===== config.mk =====
export PLATFORM = sky130hd
export DESIGN_NAME = http_chunked_body_decoder
export DESIGN_NICKNAME = d
export VERILOG_FILES = /design/src/rtl/hcbd_pkg.sv /design/src/rtl/http_chunked_body_decoder.sv /design/src/rtl/hcbd_front.sv /design/src/rtl/hcbd_queue.sv /design/src/rtl/hcbd_back.sv
export SDC_FILE = /design/constraint.sdc
export NUM_CORES = 1
export LEC_CHECK = 0
export BUFFER_PORTS_ARGS = -buffer_cell sky130_fd_sc_hd__clkbuf_2
export CAP_MARGIN = 20
export CORE_ASPECT_RATIO = 2
export CORE_MARGIN = 5
export CORE_UTILIZATION = 60
export DETAILED_ROUTE_END_ITERATION = 16
export PLACE_DENSITY_LB_ADDON = 0.12
export SYNTH_ARGS = -nofsm -noshare
export SYNTH_HDL_FRONTEND = slang
export SYNTH_SLANG_ARGS = --single-unit

===== constraint.sdc =====
create_clock -name clk_i -period 5.3 [get_ports clk_i]
set_clock_uncertainty 0.05 [all_clocks]
set_input_delay 0.53 -clock clk_i [delete_from_list [all_inputs] [get_ports clk_i]]
set_output_delay 0.53 -clock clk_i [all_outputs]
set_load 0.03 [all_outputs]

===== src/rtl/hcbd_pkg.sv =====
// Package for the chunked body decoder: item type between front and back,
// character codes and sizing constants. No dependencies.
package hcbd_pkg;

  localparam int unsigned SizeBitsDefault = 32;
  localparam int unsigned HexDigitBits    = 4;   // one hex digit, radix 16
  localparam int unsigned QueueDepth      = 2;

  localparam logic [7:0] ChCr = 8'h0D;
  localparam logic [7:0] ChLf = 8'h0A;

  // Classified body byte, as queued between front and back.
  typedef struct packed {
    logic [7:0]              data;
    logic                    is_cr;
    logic                    is_lf;
    logic                    is_hex;
    logic [HexDigitBits-1:0] hex_val;
  } hcbd_item_t;

endpackage


===== src/rtl/http_chunked_body_decoder.sv =====
// Top level of the HTTP chunked body decoder: front, queue and back joined.
// Depends on hcbd_pkg, hcbd_front, hcbd_queue, hcbd_back.
//
//   channel  direction  handshake                  payload
//   in       in         in_valid_i / in_stall_o    in_byte_i
//   out      out        out_valid_o / out_stall_i  accepted_o, payload_valid_o,
//                                                  payload_byte_o, msg_done_o,
//                                                  msg_error_o
//   cfg      in         cfg_we_i                   cfg_wdata_i (payload_enable)
//
// One byte per cycle sustained while the output does not stall; each byte yields
// one result, through the queue write, then the state update into the result register.
// The framing state machine in the back end updates once per popped byte and sets
// that rate. Reset is asynchronous, active low: size line phase, counters and
// flags cleared, payload enabled, queue empty. A stall on the output holds the
// result register; the two-entry queue absorbs the byte in flight and
// in_stall_o rises only once it is full. After done or error, bytes are still
// transferred but reported with accepted_o low and no state change.
module http_chunked_body_decoder import hcbd_pkg::*; #(
  parameter int unsigned SIZE_BITS = SizeBitsDefault
) (
  input  logic       clk_i,
  input  logic       rst_ni,
  input  logic       cfg_we_i,
  input  logic       cfg_wdata_i,
  input  logic       in_valid_i,
  output logic       in_stall_o,
  input  logic [7:0] in_byte_i,
  output logic       out_valid_o,
  input  logic       out_stall_i,
  output logic       accepted_o,
  output logic       payload_valid_o,
  output logic [7:0] payload_byte_o,
  output logic       msg_done_o,
  output logic       msg_error_o
);

  hcbd_item_t push_item, pop_item;
  logic       q_push, q_full, q_pop, q_valid;

  // classify incoming bytes and hand them to the queue
  hcbd_front u_front (
    .in_valid_i (in_valid_i),
    .in_stall_o (in_stall_o),
    .in_byte_i  (in_byte_i),
    .q_full_i   (q_full),
    .q_push_o   (q_push),
    .q_item_o   (push_item)
  );

  hcbd_queue u_queue (
    .clk_i   (clk_i),
    .rst_ni  (rst_ni),
    .push_i  (q_push),
    .item_i  (push_item),
    .full_o  (q_full),
    .pop_i   (q_pop),
    .valid_o (q_valid),
    .item_o  (pop_item)
  );

  // framing state machine and result register
  hcbd_back #(
    .SIZE_BITS (SIZE_BITS)
  ) u_back (
    .clk_i           (clk_i),
    .rst_ni          (rst_ni),
    .cfg_we_i        (cfg_we_i),
    .cfg_wdata_i     (cfg_wdata_i),
    .q_valid_i       (q_valid),
    .q_item_i        (pop_item),
    .q_pop_o         (q_pop),
    .out_valid_o     (out_valid_o),
    .out_stall_i     (out_stall_i),
    .accepted_o      (accepted_o),
    .payload_valid_o (payload_valid_o),
    .payload_byte_o  (payload_byte_o),
    .msg_done_o      (msg_done_o),
    .msg_error_o     (msg_error_o)
  );

  // a byte is refused only once the message has ended or failed
  a_refused_needs_flag : assert property (@(posedge clk_i) disable iff (!rst_ni)
    (out_valid_o && !accepted_o) |-> (msg_done_o || msg_error_o))
    else $error("byte refused without done or error");

  // a payload byte never ends the message or flags an error
  a_payload_clean : assert property (@(posedge clk_i) disable iff (!rst_ni)
    (out_valid_o && payload_valid_o) |-> (accepted_o && !msg_done_o && !msg_error_o))
    else $error("payload byte with done or error");

  // a new result needs a queued byte in the cycle before
  a_result_from_queue : assert property (@(posedge clk_i) disable iff (!rst_ni)
    (out_valid_o && !$past(out_valid_o)) |-> $past(q_valid))
    else $error("result without queued byte");

  // the queue never takes a byte while full
  a_no_push_full : assert property (@(posedge clk_i) disable iff (!rst_ni)
    q_push |-> (!q_full && !in_stall_o))
    else $error("queue overrun");

endmodule


===== src/rtl/hcbd_front.sv =====
// Front end of the chunked body decoder: input handshake and byte classify.
// Depends on hcbd_pkg.
module hcbd_front import hcbd_pkg::*; (
  input  logic       in_valid_i,
  output logic       in_stall_o,
  input  logic [7:0] in_byte_i,
  input  logic       q_full_i,
  output logic       q_push_o,
  output hcbd_item_t q_item_o
);

  logic is_dec, is_lc, is_uc;

  assign is_dec = (in_byte_i >= 8'h30) && (in_byte_i <= 8'h39);
  assign is_lc  = (in_byte_i >= 8'h61) && (in_byte_i <= 8'h66);
  assign is_uc  = (in_byte_i >= 8'h41) && (in_byte_i <= 8'h46);

  always_comb begin
    q_item_o.data    = in_byte_i;
    q_item_o.is_cr   = (in_byte_i == ChCr);
    q_item_o.is_lf   = (in_byte_i == ChLf);
    q_item_o.is_hex  = is_dec || is_lc || is_uc;
    // letters: low nibble 1..6 maps to 10..15
    if (is_dec) begin
      q_item_o.hex_val = in_byte_i[HexDigitBits-1:0];
    end else begin
      q_item_o.hex_val = in_byte_i[HexDigitBits-1:0] + 4'd9;
    end
  end

  assign in_stall_o = q_full_i;
  assign q_push_o   = in_valid_i && !q_full_i;

endmodule


===== src/rtl/hcbd_queue.sv =====
// Small FIFO of classified bytes between front and back.
// Depends on hcbd_pkg.
module hcbd_queue import hcbd_pkg::*; (
  input  logic       clk_i,
  input  logic       rst_ni,
  input  logic       push_i,
  input  hcbd_item_t item_i,
  output logic       full_o,
  input  logic       pop_i,
  output logic       valid_o,
  output hcbd_item_t item_o
);

  localparam int unsigned IdxW = (QueueDepth > 1) ? $clog2(QueueDepth) : 1;
  localparam int unsigned CntW = $clog2(QueueDepth + 1);
  localparam logic [IdxW-1:0] LastIdx = IdxW'(QueueDepth - 1);
  localparam logic [CntW-1:0] FullCnt = CntW'(QueueDepth);

  hcbd_item_t            mem_q [QueueDepth];
  logic [IdxW-1:0]       wr_ptr_q, wr_ptr_d, rd_ptr_q, rd_ptr_d;
  logic [CntW-1:0]       count_q, count_d;

  assign full_o  = (count_q == FullCnt);
  assign valid_o = (count_q != '0);
  assign item_o  = mem_q[rd_ptr_q];

  always_comb begin
    wr_ptr_d = wr_ptr_q;
    rd_ptr_d = rd_ptr_q;
    count_d  = count_q;
    if (push_i) begin
      wr_ptr_d = (wr_ptr_q == LastIdx) ? '0 : wr_ptr_q + 1'b1;
    end
    if (pop_i) begin
      rd_ptr_d = (rd_ptr_q == LastIdx) ? '0 : rd_ptr_q + 1'b1;
    end
    if (push_i && !pop_i) begin
      count_d = count_q + 1'b1;
    end else if (pop_i && !push_i) begin
      count_d = count_q - 1'b1;
    end
  end

  always_ff @(posedge clk_i or negedge rst_ni) begin
    if (!rst_ni) begin
      wr_ptr_q <= '0;
      rd_ptr_q <= '0;
      count_q  <= '0;
    end else begin
      wr_ptr_q <= wr_ptr_d;
      rd_ptr_q <= rd_ptr_d;
      count_q  <= count_d;
    end
  end

  always_ff @(posedge clk_i) begin
    if (push_i) begin
      mem_q[wr_ptr_q] <= item_i;
    end
  end

endmodule


===== src/rtl/hcbd_back.sv =====
// Back end of the chunked body decoder: framing state machine, size counters,
// payload enable register and the result register. Depends on hcbd_pkg.
module hcbd_back import hcbd_pkg::*; #(
  parameter int unsigned SIZE_BITS = SizeBitsDefault
) (
  input  logic       clk_i,
  input  logic       rst_ni,
  input  logic       cfg_we_i,
  input  logic       cfg_wdata_i,
  input  logic       q_valid_i,
  input  hcbd_item_t q_item_i,
  output logic       q_pop_o,
  output logic       out_valid_o,
  input  logic       out_stall_i,
  output logic       accepted_o,
  output logic       payload_valid_o,
  output logic [7:0] payload_byte_o,
  output logic       msg_done_o,
  output logic       msg_error_o
);

  localparam logic [2:0] PhSize   = 3'd0;
  localparam logic [2:0] PhData   = 3'd1;
  localparam logic [2:0] PhDataCr = 3'd2;
  localparam logic [2:0] PhDataLf = 3'd3;
  localparam logic [2:0] PhTrlCr  = 3'd4;
  localparam logic [2:0] PhTrlLf  = 3'd5;

  logic [2:0]           phase_q, phase_d;
  logic [SIZE_BITS-1:0] size_q, size_d, left_q, left_d, left_dec;
  logic                 seen_q, seen_d, done_q, done_d, err_q, err_d;
  logic                 pen_q;
  logic                 acc, pv;
  logic                 out_valid_q;
  logic                 acc_q, pv_q, done_out_q, err_out_q;
  logic [7:0]           pbyte_q, pb;

  assign q_pop_o  = q_valid_i && (!out_valid_q || !out_stall_i);
  assign left_dec = (left_q != '0) ? left_q - 1'b1 : '0;

  always_comb begin
    phase_d = phase_q;
    size_d  = size_q;
    left_d  = left_q;
    seen_d  = seen_q;
    done_d  = done_q;
    err_d   = err_q;
    acc     = 1'b0;
    pv      = 1'b0;
    pb      = '0;
    if (!done_q && !err_q) begin
      acc = 1'b1;
      case (phase_q)
        PhData: begin
          if (pen_q) begin
            pv = 1'b1;
            pb = q_item_i.data;
          end
          left_d = left_dec;
          if (left_dec == '0) begin
            phase_d = PhDataCr;
          end
        end
        PhDataCr: begin
          if (q_item_i.is_cr) begin
            phase_d = PhDataLf;
          end else if (q_item_i.is_lf) begin
            phase_d = PhSize;
          end else begin
            err_d = 1'b1;
          end
        end
        PhDataLf: begin
          if (q_item_i.is_lf) begin
            phase_d = PhSize;
          end else begin
            err_d = 1'b1;
          end
        end
        PhTrlCr: begin
          if (q_item_i.is_cr) begin
            phase_d = PhTrlLf;
          end else if (q_item_i.is_lf) begin
            done_d = 1'b1;
          end
        end
        PhTrlLf: begin
          if (q_item_i.is_lf) begin
            done_d = 1'b1;
          end else begin
            err_d = 1'b1;
          end
        end
        default: begin
          // size line; unused codes fall back here
          phase_d = PhSize;
          if (q_item_i.is_cr) begin
            phase_d = PhSize;
          end else if (q_item_i.is_lf) begin
            if (!seen_q) begin
              err_d = 1'b1;
            end else begin
              left_d  = size_q;
              size_d  = '0;
              seen_d  = 1'b0;
              phase_d = (size_q == '0) ? PhTrlCr : PhData;
            end
          end else if (!q_item_i.is_hex) begin
            err_d = 1'b1;
          end else if (size_q[SIZE_BITS-1 -: HexDigitBits] != '0) begin
            err_d = 1'b1;  // next digit would overflow
          end else begin
            size_d = {size_q[SIZE_BITS-HexDigitBits-1:0], q_item_i.hex_val};
            seen_d = 1'b1;
          end
        end
      endcase
    end
  end

  always_ff @(posedge clk_i or negedge rst_ni) begin
    if (!rst_ni) begin
      phase_q     <= PhSize;
      size_q      <= '0;
      left_q      <= '0;
      seen_q      <= 1'b0;
      done_q      <= 1'b0;
      err_q       <= 1'b0;
      pen_q       <= 1'b1;
      out_valid_q <= 1'b0;
    end else begin
      if (cfg_we_i) begin
        pen_q <= cfg_wdata_i;
      end
      if (q_pop_o) begin
        phase_q <= phase_d;
        size_q  <= size_d;
        left_q  <= left_d;
        seen_q  <= seen_d;
        done_q  <= done_d;
        err_q   <= err_d;
      end
      if (q_pop_o) begin
        out_valid_q <= 1'b1;
      end else if (!out_stall_i) begin
        out_valid_q <= 1'b0;
      end
    end
  end

  always_ff @(posedge clk_i) begin
    if (q_pop_o) begin
      acc_q      <= acc;
      pv_q       <= pv;
      pbyte_q    <= pb;
      done_out_q <= done_d;
      err_out_q  <= err_d;
    end
  end

  assign out_valid_o     = out_valid_q;
  assign accepted_o      = acc_q;
  assign payload_valid_o = pv_q;
  assign payload_byte_o  = pbyte_q;
  assign msg_done_o      = done_out_q;
  assign msg_error_o     = err_out_q;

endmodule


==> flow_summary.json <==
{
  "internal-power_w": 0.00200,
  "max-cap-violations": 0,
  "cts_resized": 0,
  "rsz0062_at_grt": "no",
  "via_per_inst": 6.68,
  "syn_to_final_growth_pct": 13.9,
  "grt_usage_pct": 28.5,
  "mostFrequentLayoutCell": "dfrtp_1",
  "slew_viol_final": 0,
  "cts_tree": "built",
  "hold_viol_final": 0,
  "coreArea_um2": 10100,
  "drc": 0,
  "outcome": "completed",
  "clkSlewWorstSetupHoldPaths_ps": 60,
  "post-place-ws_ps": 1730,
  "die_h_um": 154,
  "reg2reg_from": "u_back.left_q[0]",
  "avgSynthCellArea_um2": 10.1,
  "synth-edff-count": 42,
  "crit_path_end_kind": "register",
  "r2r_setup_slack_ps": 1590,
  "fin_tns_setup_ps": 0,
  "p_seq_share_pct": 40.7,
  "path_class": "register to register",
  "holdWs_ps": 6.80,
  "p_comb_share_pct": 20.6,
  "syn_nets": 640,
  "ys_ff_latch": 118,
  "tightest_slew_ps": 862,
  "synth_cell_type_count": 64,
  "synth_warnings": 0,
  "vias": 5265,
  "wl_met1_mm": 5.92,
  "grt_pass1_wl_mm": 26.9,
  "nets": 660,
  "required_ps": 5520,
  "ys.flop_type": "dfrtp_1",
  "finalSetupViolations": 0,
  "clockBufferDepth": 2,
  "io_pins": 28,
  "wl_met3_um": 799,
  "cts_sinks": 118,
  "peakVddDrop_mv": 0.314,
  "overflow": 0,
  "antennaDiodeCount": 0,
  "power_leakage_nw": 2.90,
  "antenna_found_initial": 0,
  "grt_start_max_net_pins": 77,
  "gp_congestion": 1.02,
  "start_kind": "register",
  "postRouteAntennaNets": 0,
  "rows": 52,
  "fin_crit_ps": 3710,
  "synth_area_um2": 6250,
  "drt_iter0_drc": 494,
  "crit_fanout": 22,
  "insertion_delay_ps": 410,
  "drive_above_1_share_pct": 14.7,
  "numPortBuffers": 27,
  "clock_power_share_pct": 38.7,
  "startpoint": "u_back.left_q[0]",
  "cts_buffers": 17,
  "detail_route.wl_per_cell_um": 21.4,
  "p_total_w": 0.00292,
  "synthCells": 620,
  "dr.pass1.iters": 5,
  "utilization_pct": 70.1,
  "fill_cells": 803,
  "p_sw_share_pct": 31.4,
  "cts-root-buf": "clkbuf_16",
  "wirelength_mm": 16.8,
  "initial_core_util_pct": 61.6,
  "grt_pass1_vias": 5111,
  "power_switching_w": 0.000914,
  "fin_crit_sh_pct": 70.0,
  "worstHoldPathType": "primary input to asynchronous set/reset pin",
  "seq_area_frac_synth_pct": 50.7,
  "async_flop_share_pct": 64.4,
  "top_layer_used": "met4",
  "worst_ep_arrival_time_ps": 3930,
  "maxSlewHeadroom_pct": 42.5,
  "dieArea_um2": 12700,
  "met2_length_mm": 9.15,
  "ctsHoldBuffers": 0,
  "reg2regPathDepth": 10,
  "post-cts-setup-buffers": 0,
  "cts-htree-levels": 4,
  "hpwl_mm": 12.1,
  "fmaxAchievable_mhz": 270,
  "die_w_um": 82.2,
  "regToRegEndpoint": "u_back.left_q[31]",
  "power_density_nw_per_um2": 410,
  "fin_ws_ps": 1590,
  "layout_common_cells": "dfrtp_1 (75), o21ai_0 (65), nor2_1 (60), edfxtp_1 (42), a22o_1 (32)"
}
==> layout make-up <==
type | instances | area [um^2] | area share (%)
clock buffers | 21 | 482 | 6.77
well taps | 135 | 169 | 2.37
clock inverters | 11 | 115 | 1.62
multi-input cells | 443 | 2870 | 40.4
flip-flops and latches | 118 | 3160 | 44.5
inverters | 22 | 82.6 | 1.16
repair buffers | 38 | 233 | 3.27
==> synth_stat cells (2+ instances only) <==
| library cell | number | area share, % |
|---|---|---|
| buf_2 | 5 | 0.40 |
| a22oi_1 | 5 | 0.60 |
| inv_1 | 22 | 1.3 |
| a32oi_1 | 6 | 0.84 |
| a211oi_1 | 2 | 0.24 |
| a22o_1 | 32 | 4.5 |
| ha_1 | 6 | 1.2 |
| o21ai_0 | 65 | 5.2 |
| mux2i_1 | 13 | 2.1 |
| o31ai_1 | 3 | 0.36 |
| o21bai_1 | 3 | 0.36 |
| o22ai_1 | 3 | 0.30 |
| a21oi_1 | 30 | 2.4 |
| nor4b_1 | 3 | 0.42 |
| and3_1 | 4 | 0.40 |
| a21o_1 | 4 | 0.48 |
| nand3_1 | 13 | 1.0 |
| xor2_1 | 4 | 0.56 |
| xnor2_1 | 11 | 1.5 |
| nor3_1 | 20 | 1.6 |
| o211ai_1 | 6 | 0.72 |
| and2_1 | 2 | 0.20 |
| a2bb2oi_1 | 6 | 0.84 |
| o21ai_1 | 2 | 0.16 |
| clkbuf_1 | 28 | 1.7 |
| nand2b_1 | 8 | 0.80 |
| mux2_2 | 7 | 1.3 |
| a211o_1 | 2 | 0.28 |
| edfxtp_1 | 42 | 20 |
| nor2b_1 | 2 | 0.20 |
| or4_1 | 8 | 0.96 |
| buf_1 | 4 | 0.24 |
| nor2_1 | 61 | 3.7 |
| or3_1 | 5 | 0.50 |
| nor3_2 | 4 | 0.64 |
| nand4_1 | 20 | 2.0 |
| dfrtp_1 | 75 | 30 |
| nor4_4 | 2 | 0.68 |
| o41ai_1 | 2 | 0.28 |
| nand2_1 | 25 | 1.5 |
| and4_1 | 3 | 0.42 |
| or2_2 | 2 | 0.20 |
| o2111ai_1 | 2 | 0.28 |
| nor4_1 | 25 | 2.5 |
| a31oi_1 | 4 | 0.40 |
==> registers in the layout, summed over array words and instances, names as in the netlist <==
register	flops
u_back.done_q	1
u_back.size_q	32
u_back.phase_q	3
u_back.seen_q	1
u_back.err_q	1
u_back.msg_done_o	1
u_back.payload_valid_o	1
u_back.payload_byte_o	8
u_back.msg_error_o	1
u_back.out_valid_o	1
u_queue.wr_ptr_q	1
u_back.left_q	32
u_queue.mem_q	30
u_queue.count_q	2
u_queue.rd_ptr_q	1
u_back.pen_q	1
u_back.accepted_o	1
==> metrics by stage <==
| step | cell area (um^2) | cells |
|---|---|---|
| after floorplan | 6250 | 620 |
| after global placement | 6490 | 754 |
| after detailed placement | 6490 | 754 |
| after CTS | 7090 | 786 |
| after global routing | 7120 | 788 |
| final | 7120 | 788 |
==> kinds of logic (layout without fill, tap and decap cells) <==
kind of cell             after synthesis  count (layout)  share of synthesized area, %
AO/OA/AOI/OAI                        185             185                          19.7
XOR/XNOR                              15              15                          2.10
adder cells (fa/ha/maj)                6               6                          1.20
buffers and inverters                 59              92                          3.64
flip-flops                           118             118                          50.7
multiplexers                          20              20                          3.34
AND/OR/NAND/NOR                      217             217                          19.4
==> power groups by stage <==
stage | clock, W | sequential, W | combinational (W)
global route | 0.00119 | 0.00120 | 0.000653
floorplan | 0 | 0.00119 | 0.000413
global placement | 0 | 0.00119 | 0.000582
finish | 0.00113 | 0.00119 | 0.000600
detailed placement | 0 | 0.00120 | 0.000592
CTS | 0.00114 | 0.00118 | 0.000594
==> critical path: stages (launching register included) <==
cell	delay, ps
dfrtp_1	430
inv_1	110
ha_1	310
nor2b_1	380
nand4_1	500
nor3_1	470
nand2b_1	580
buf_4	390
a31oi_1	60
o21ai_0	160
o21ai_0	120
==> worst max-delay path by stage <==
stage	slack [ps]	cells past startpoint	endpoint
floorplan	2480	9	u_back.phase_q[1]
global placement	1910	10	u_back.left_q[31]
detailed placement	1730	10	u_back.left_q[31]
CTS	1710	10	u_back.left_q[31]
global route	1250	10	u_back.left_q[28]
finish	1590	10	u_back.left_q[31]
==> per-layer routing <==
metal,GRT usage [%],vias up
met5,0,-
met4,15.6,0
met3,6.11,66
met2,49.0,221
met1,31.6,2568
li1,-,2410
Power figures use the tool's default switching activity.
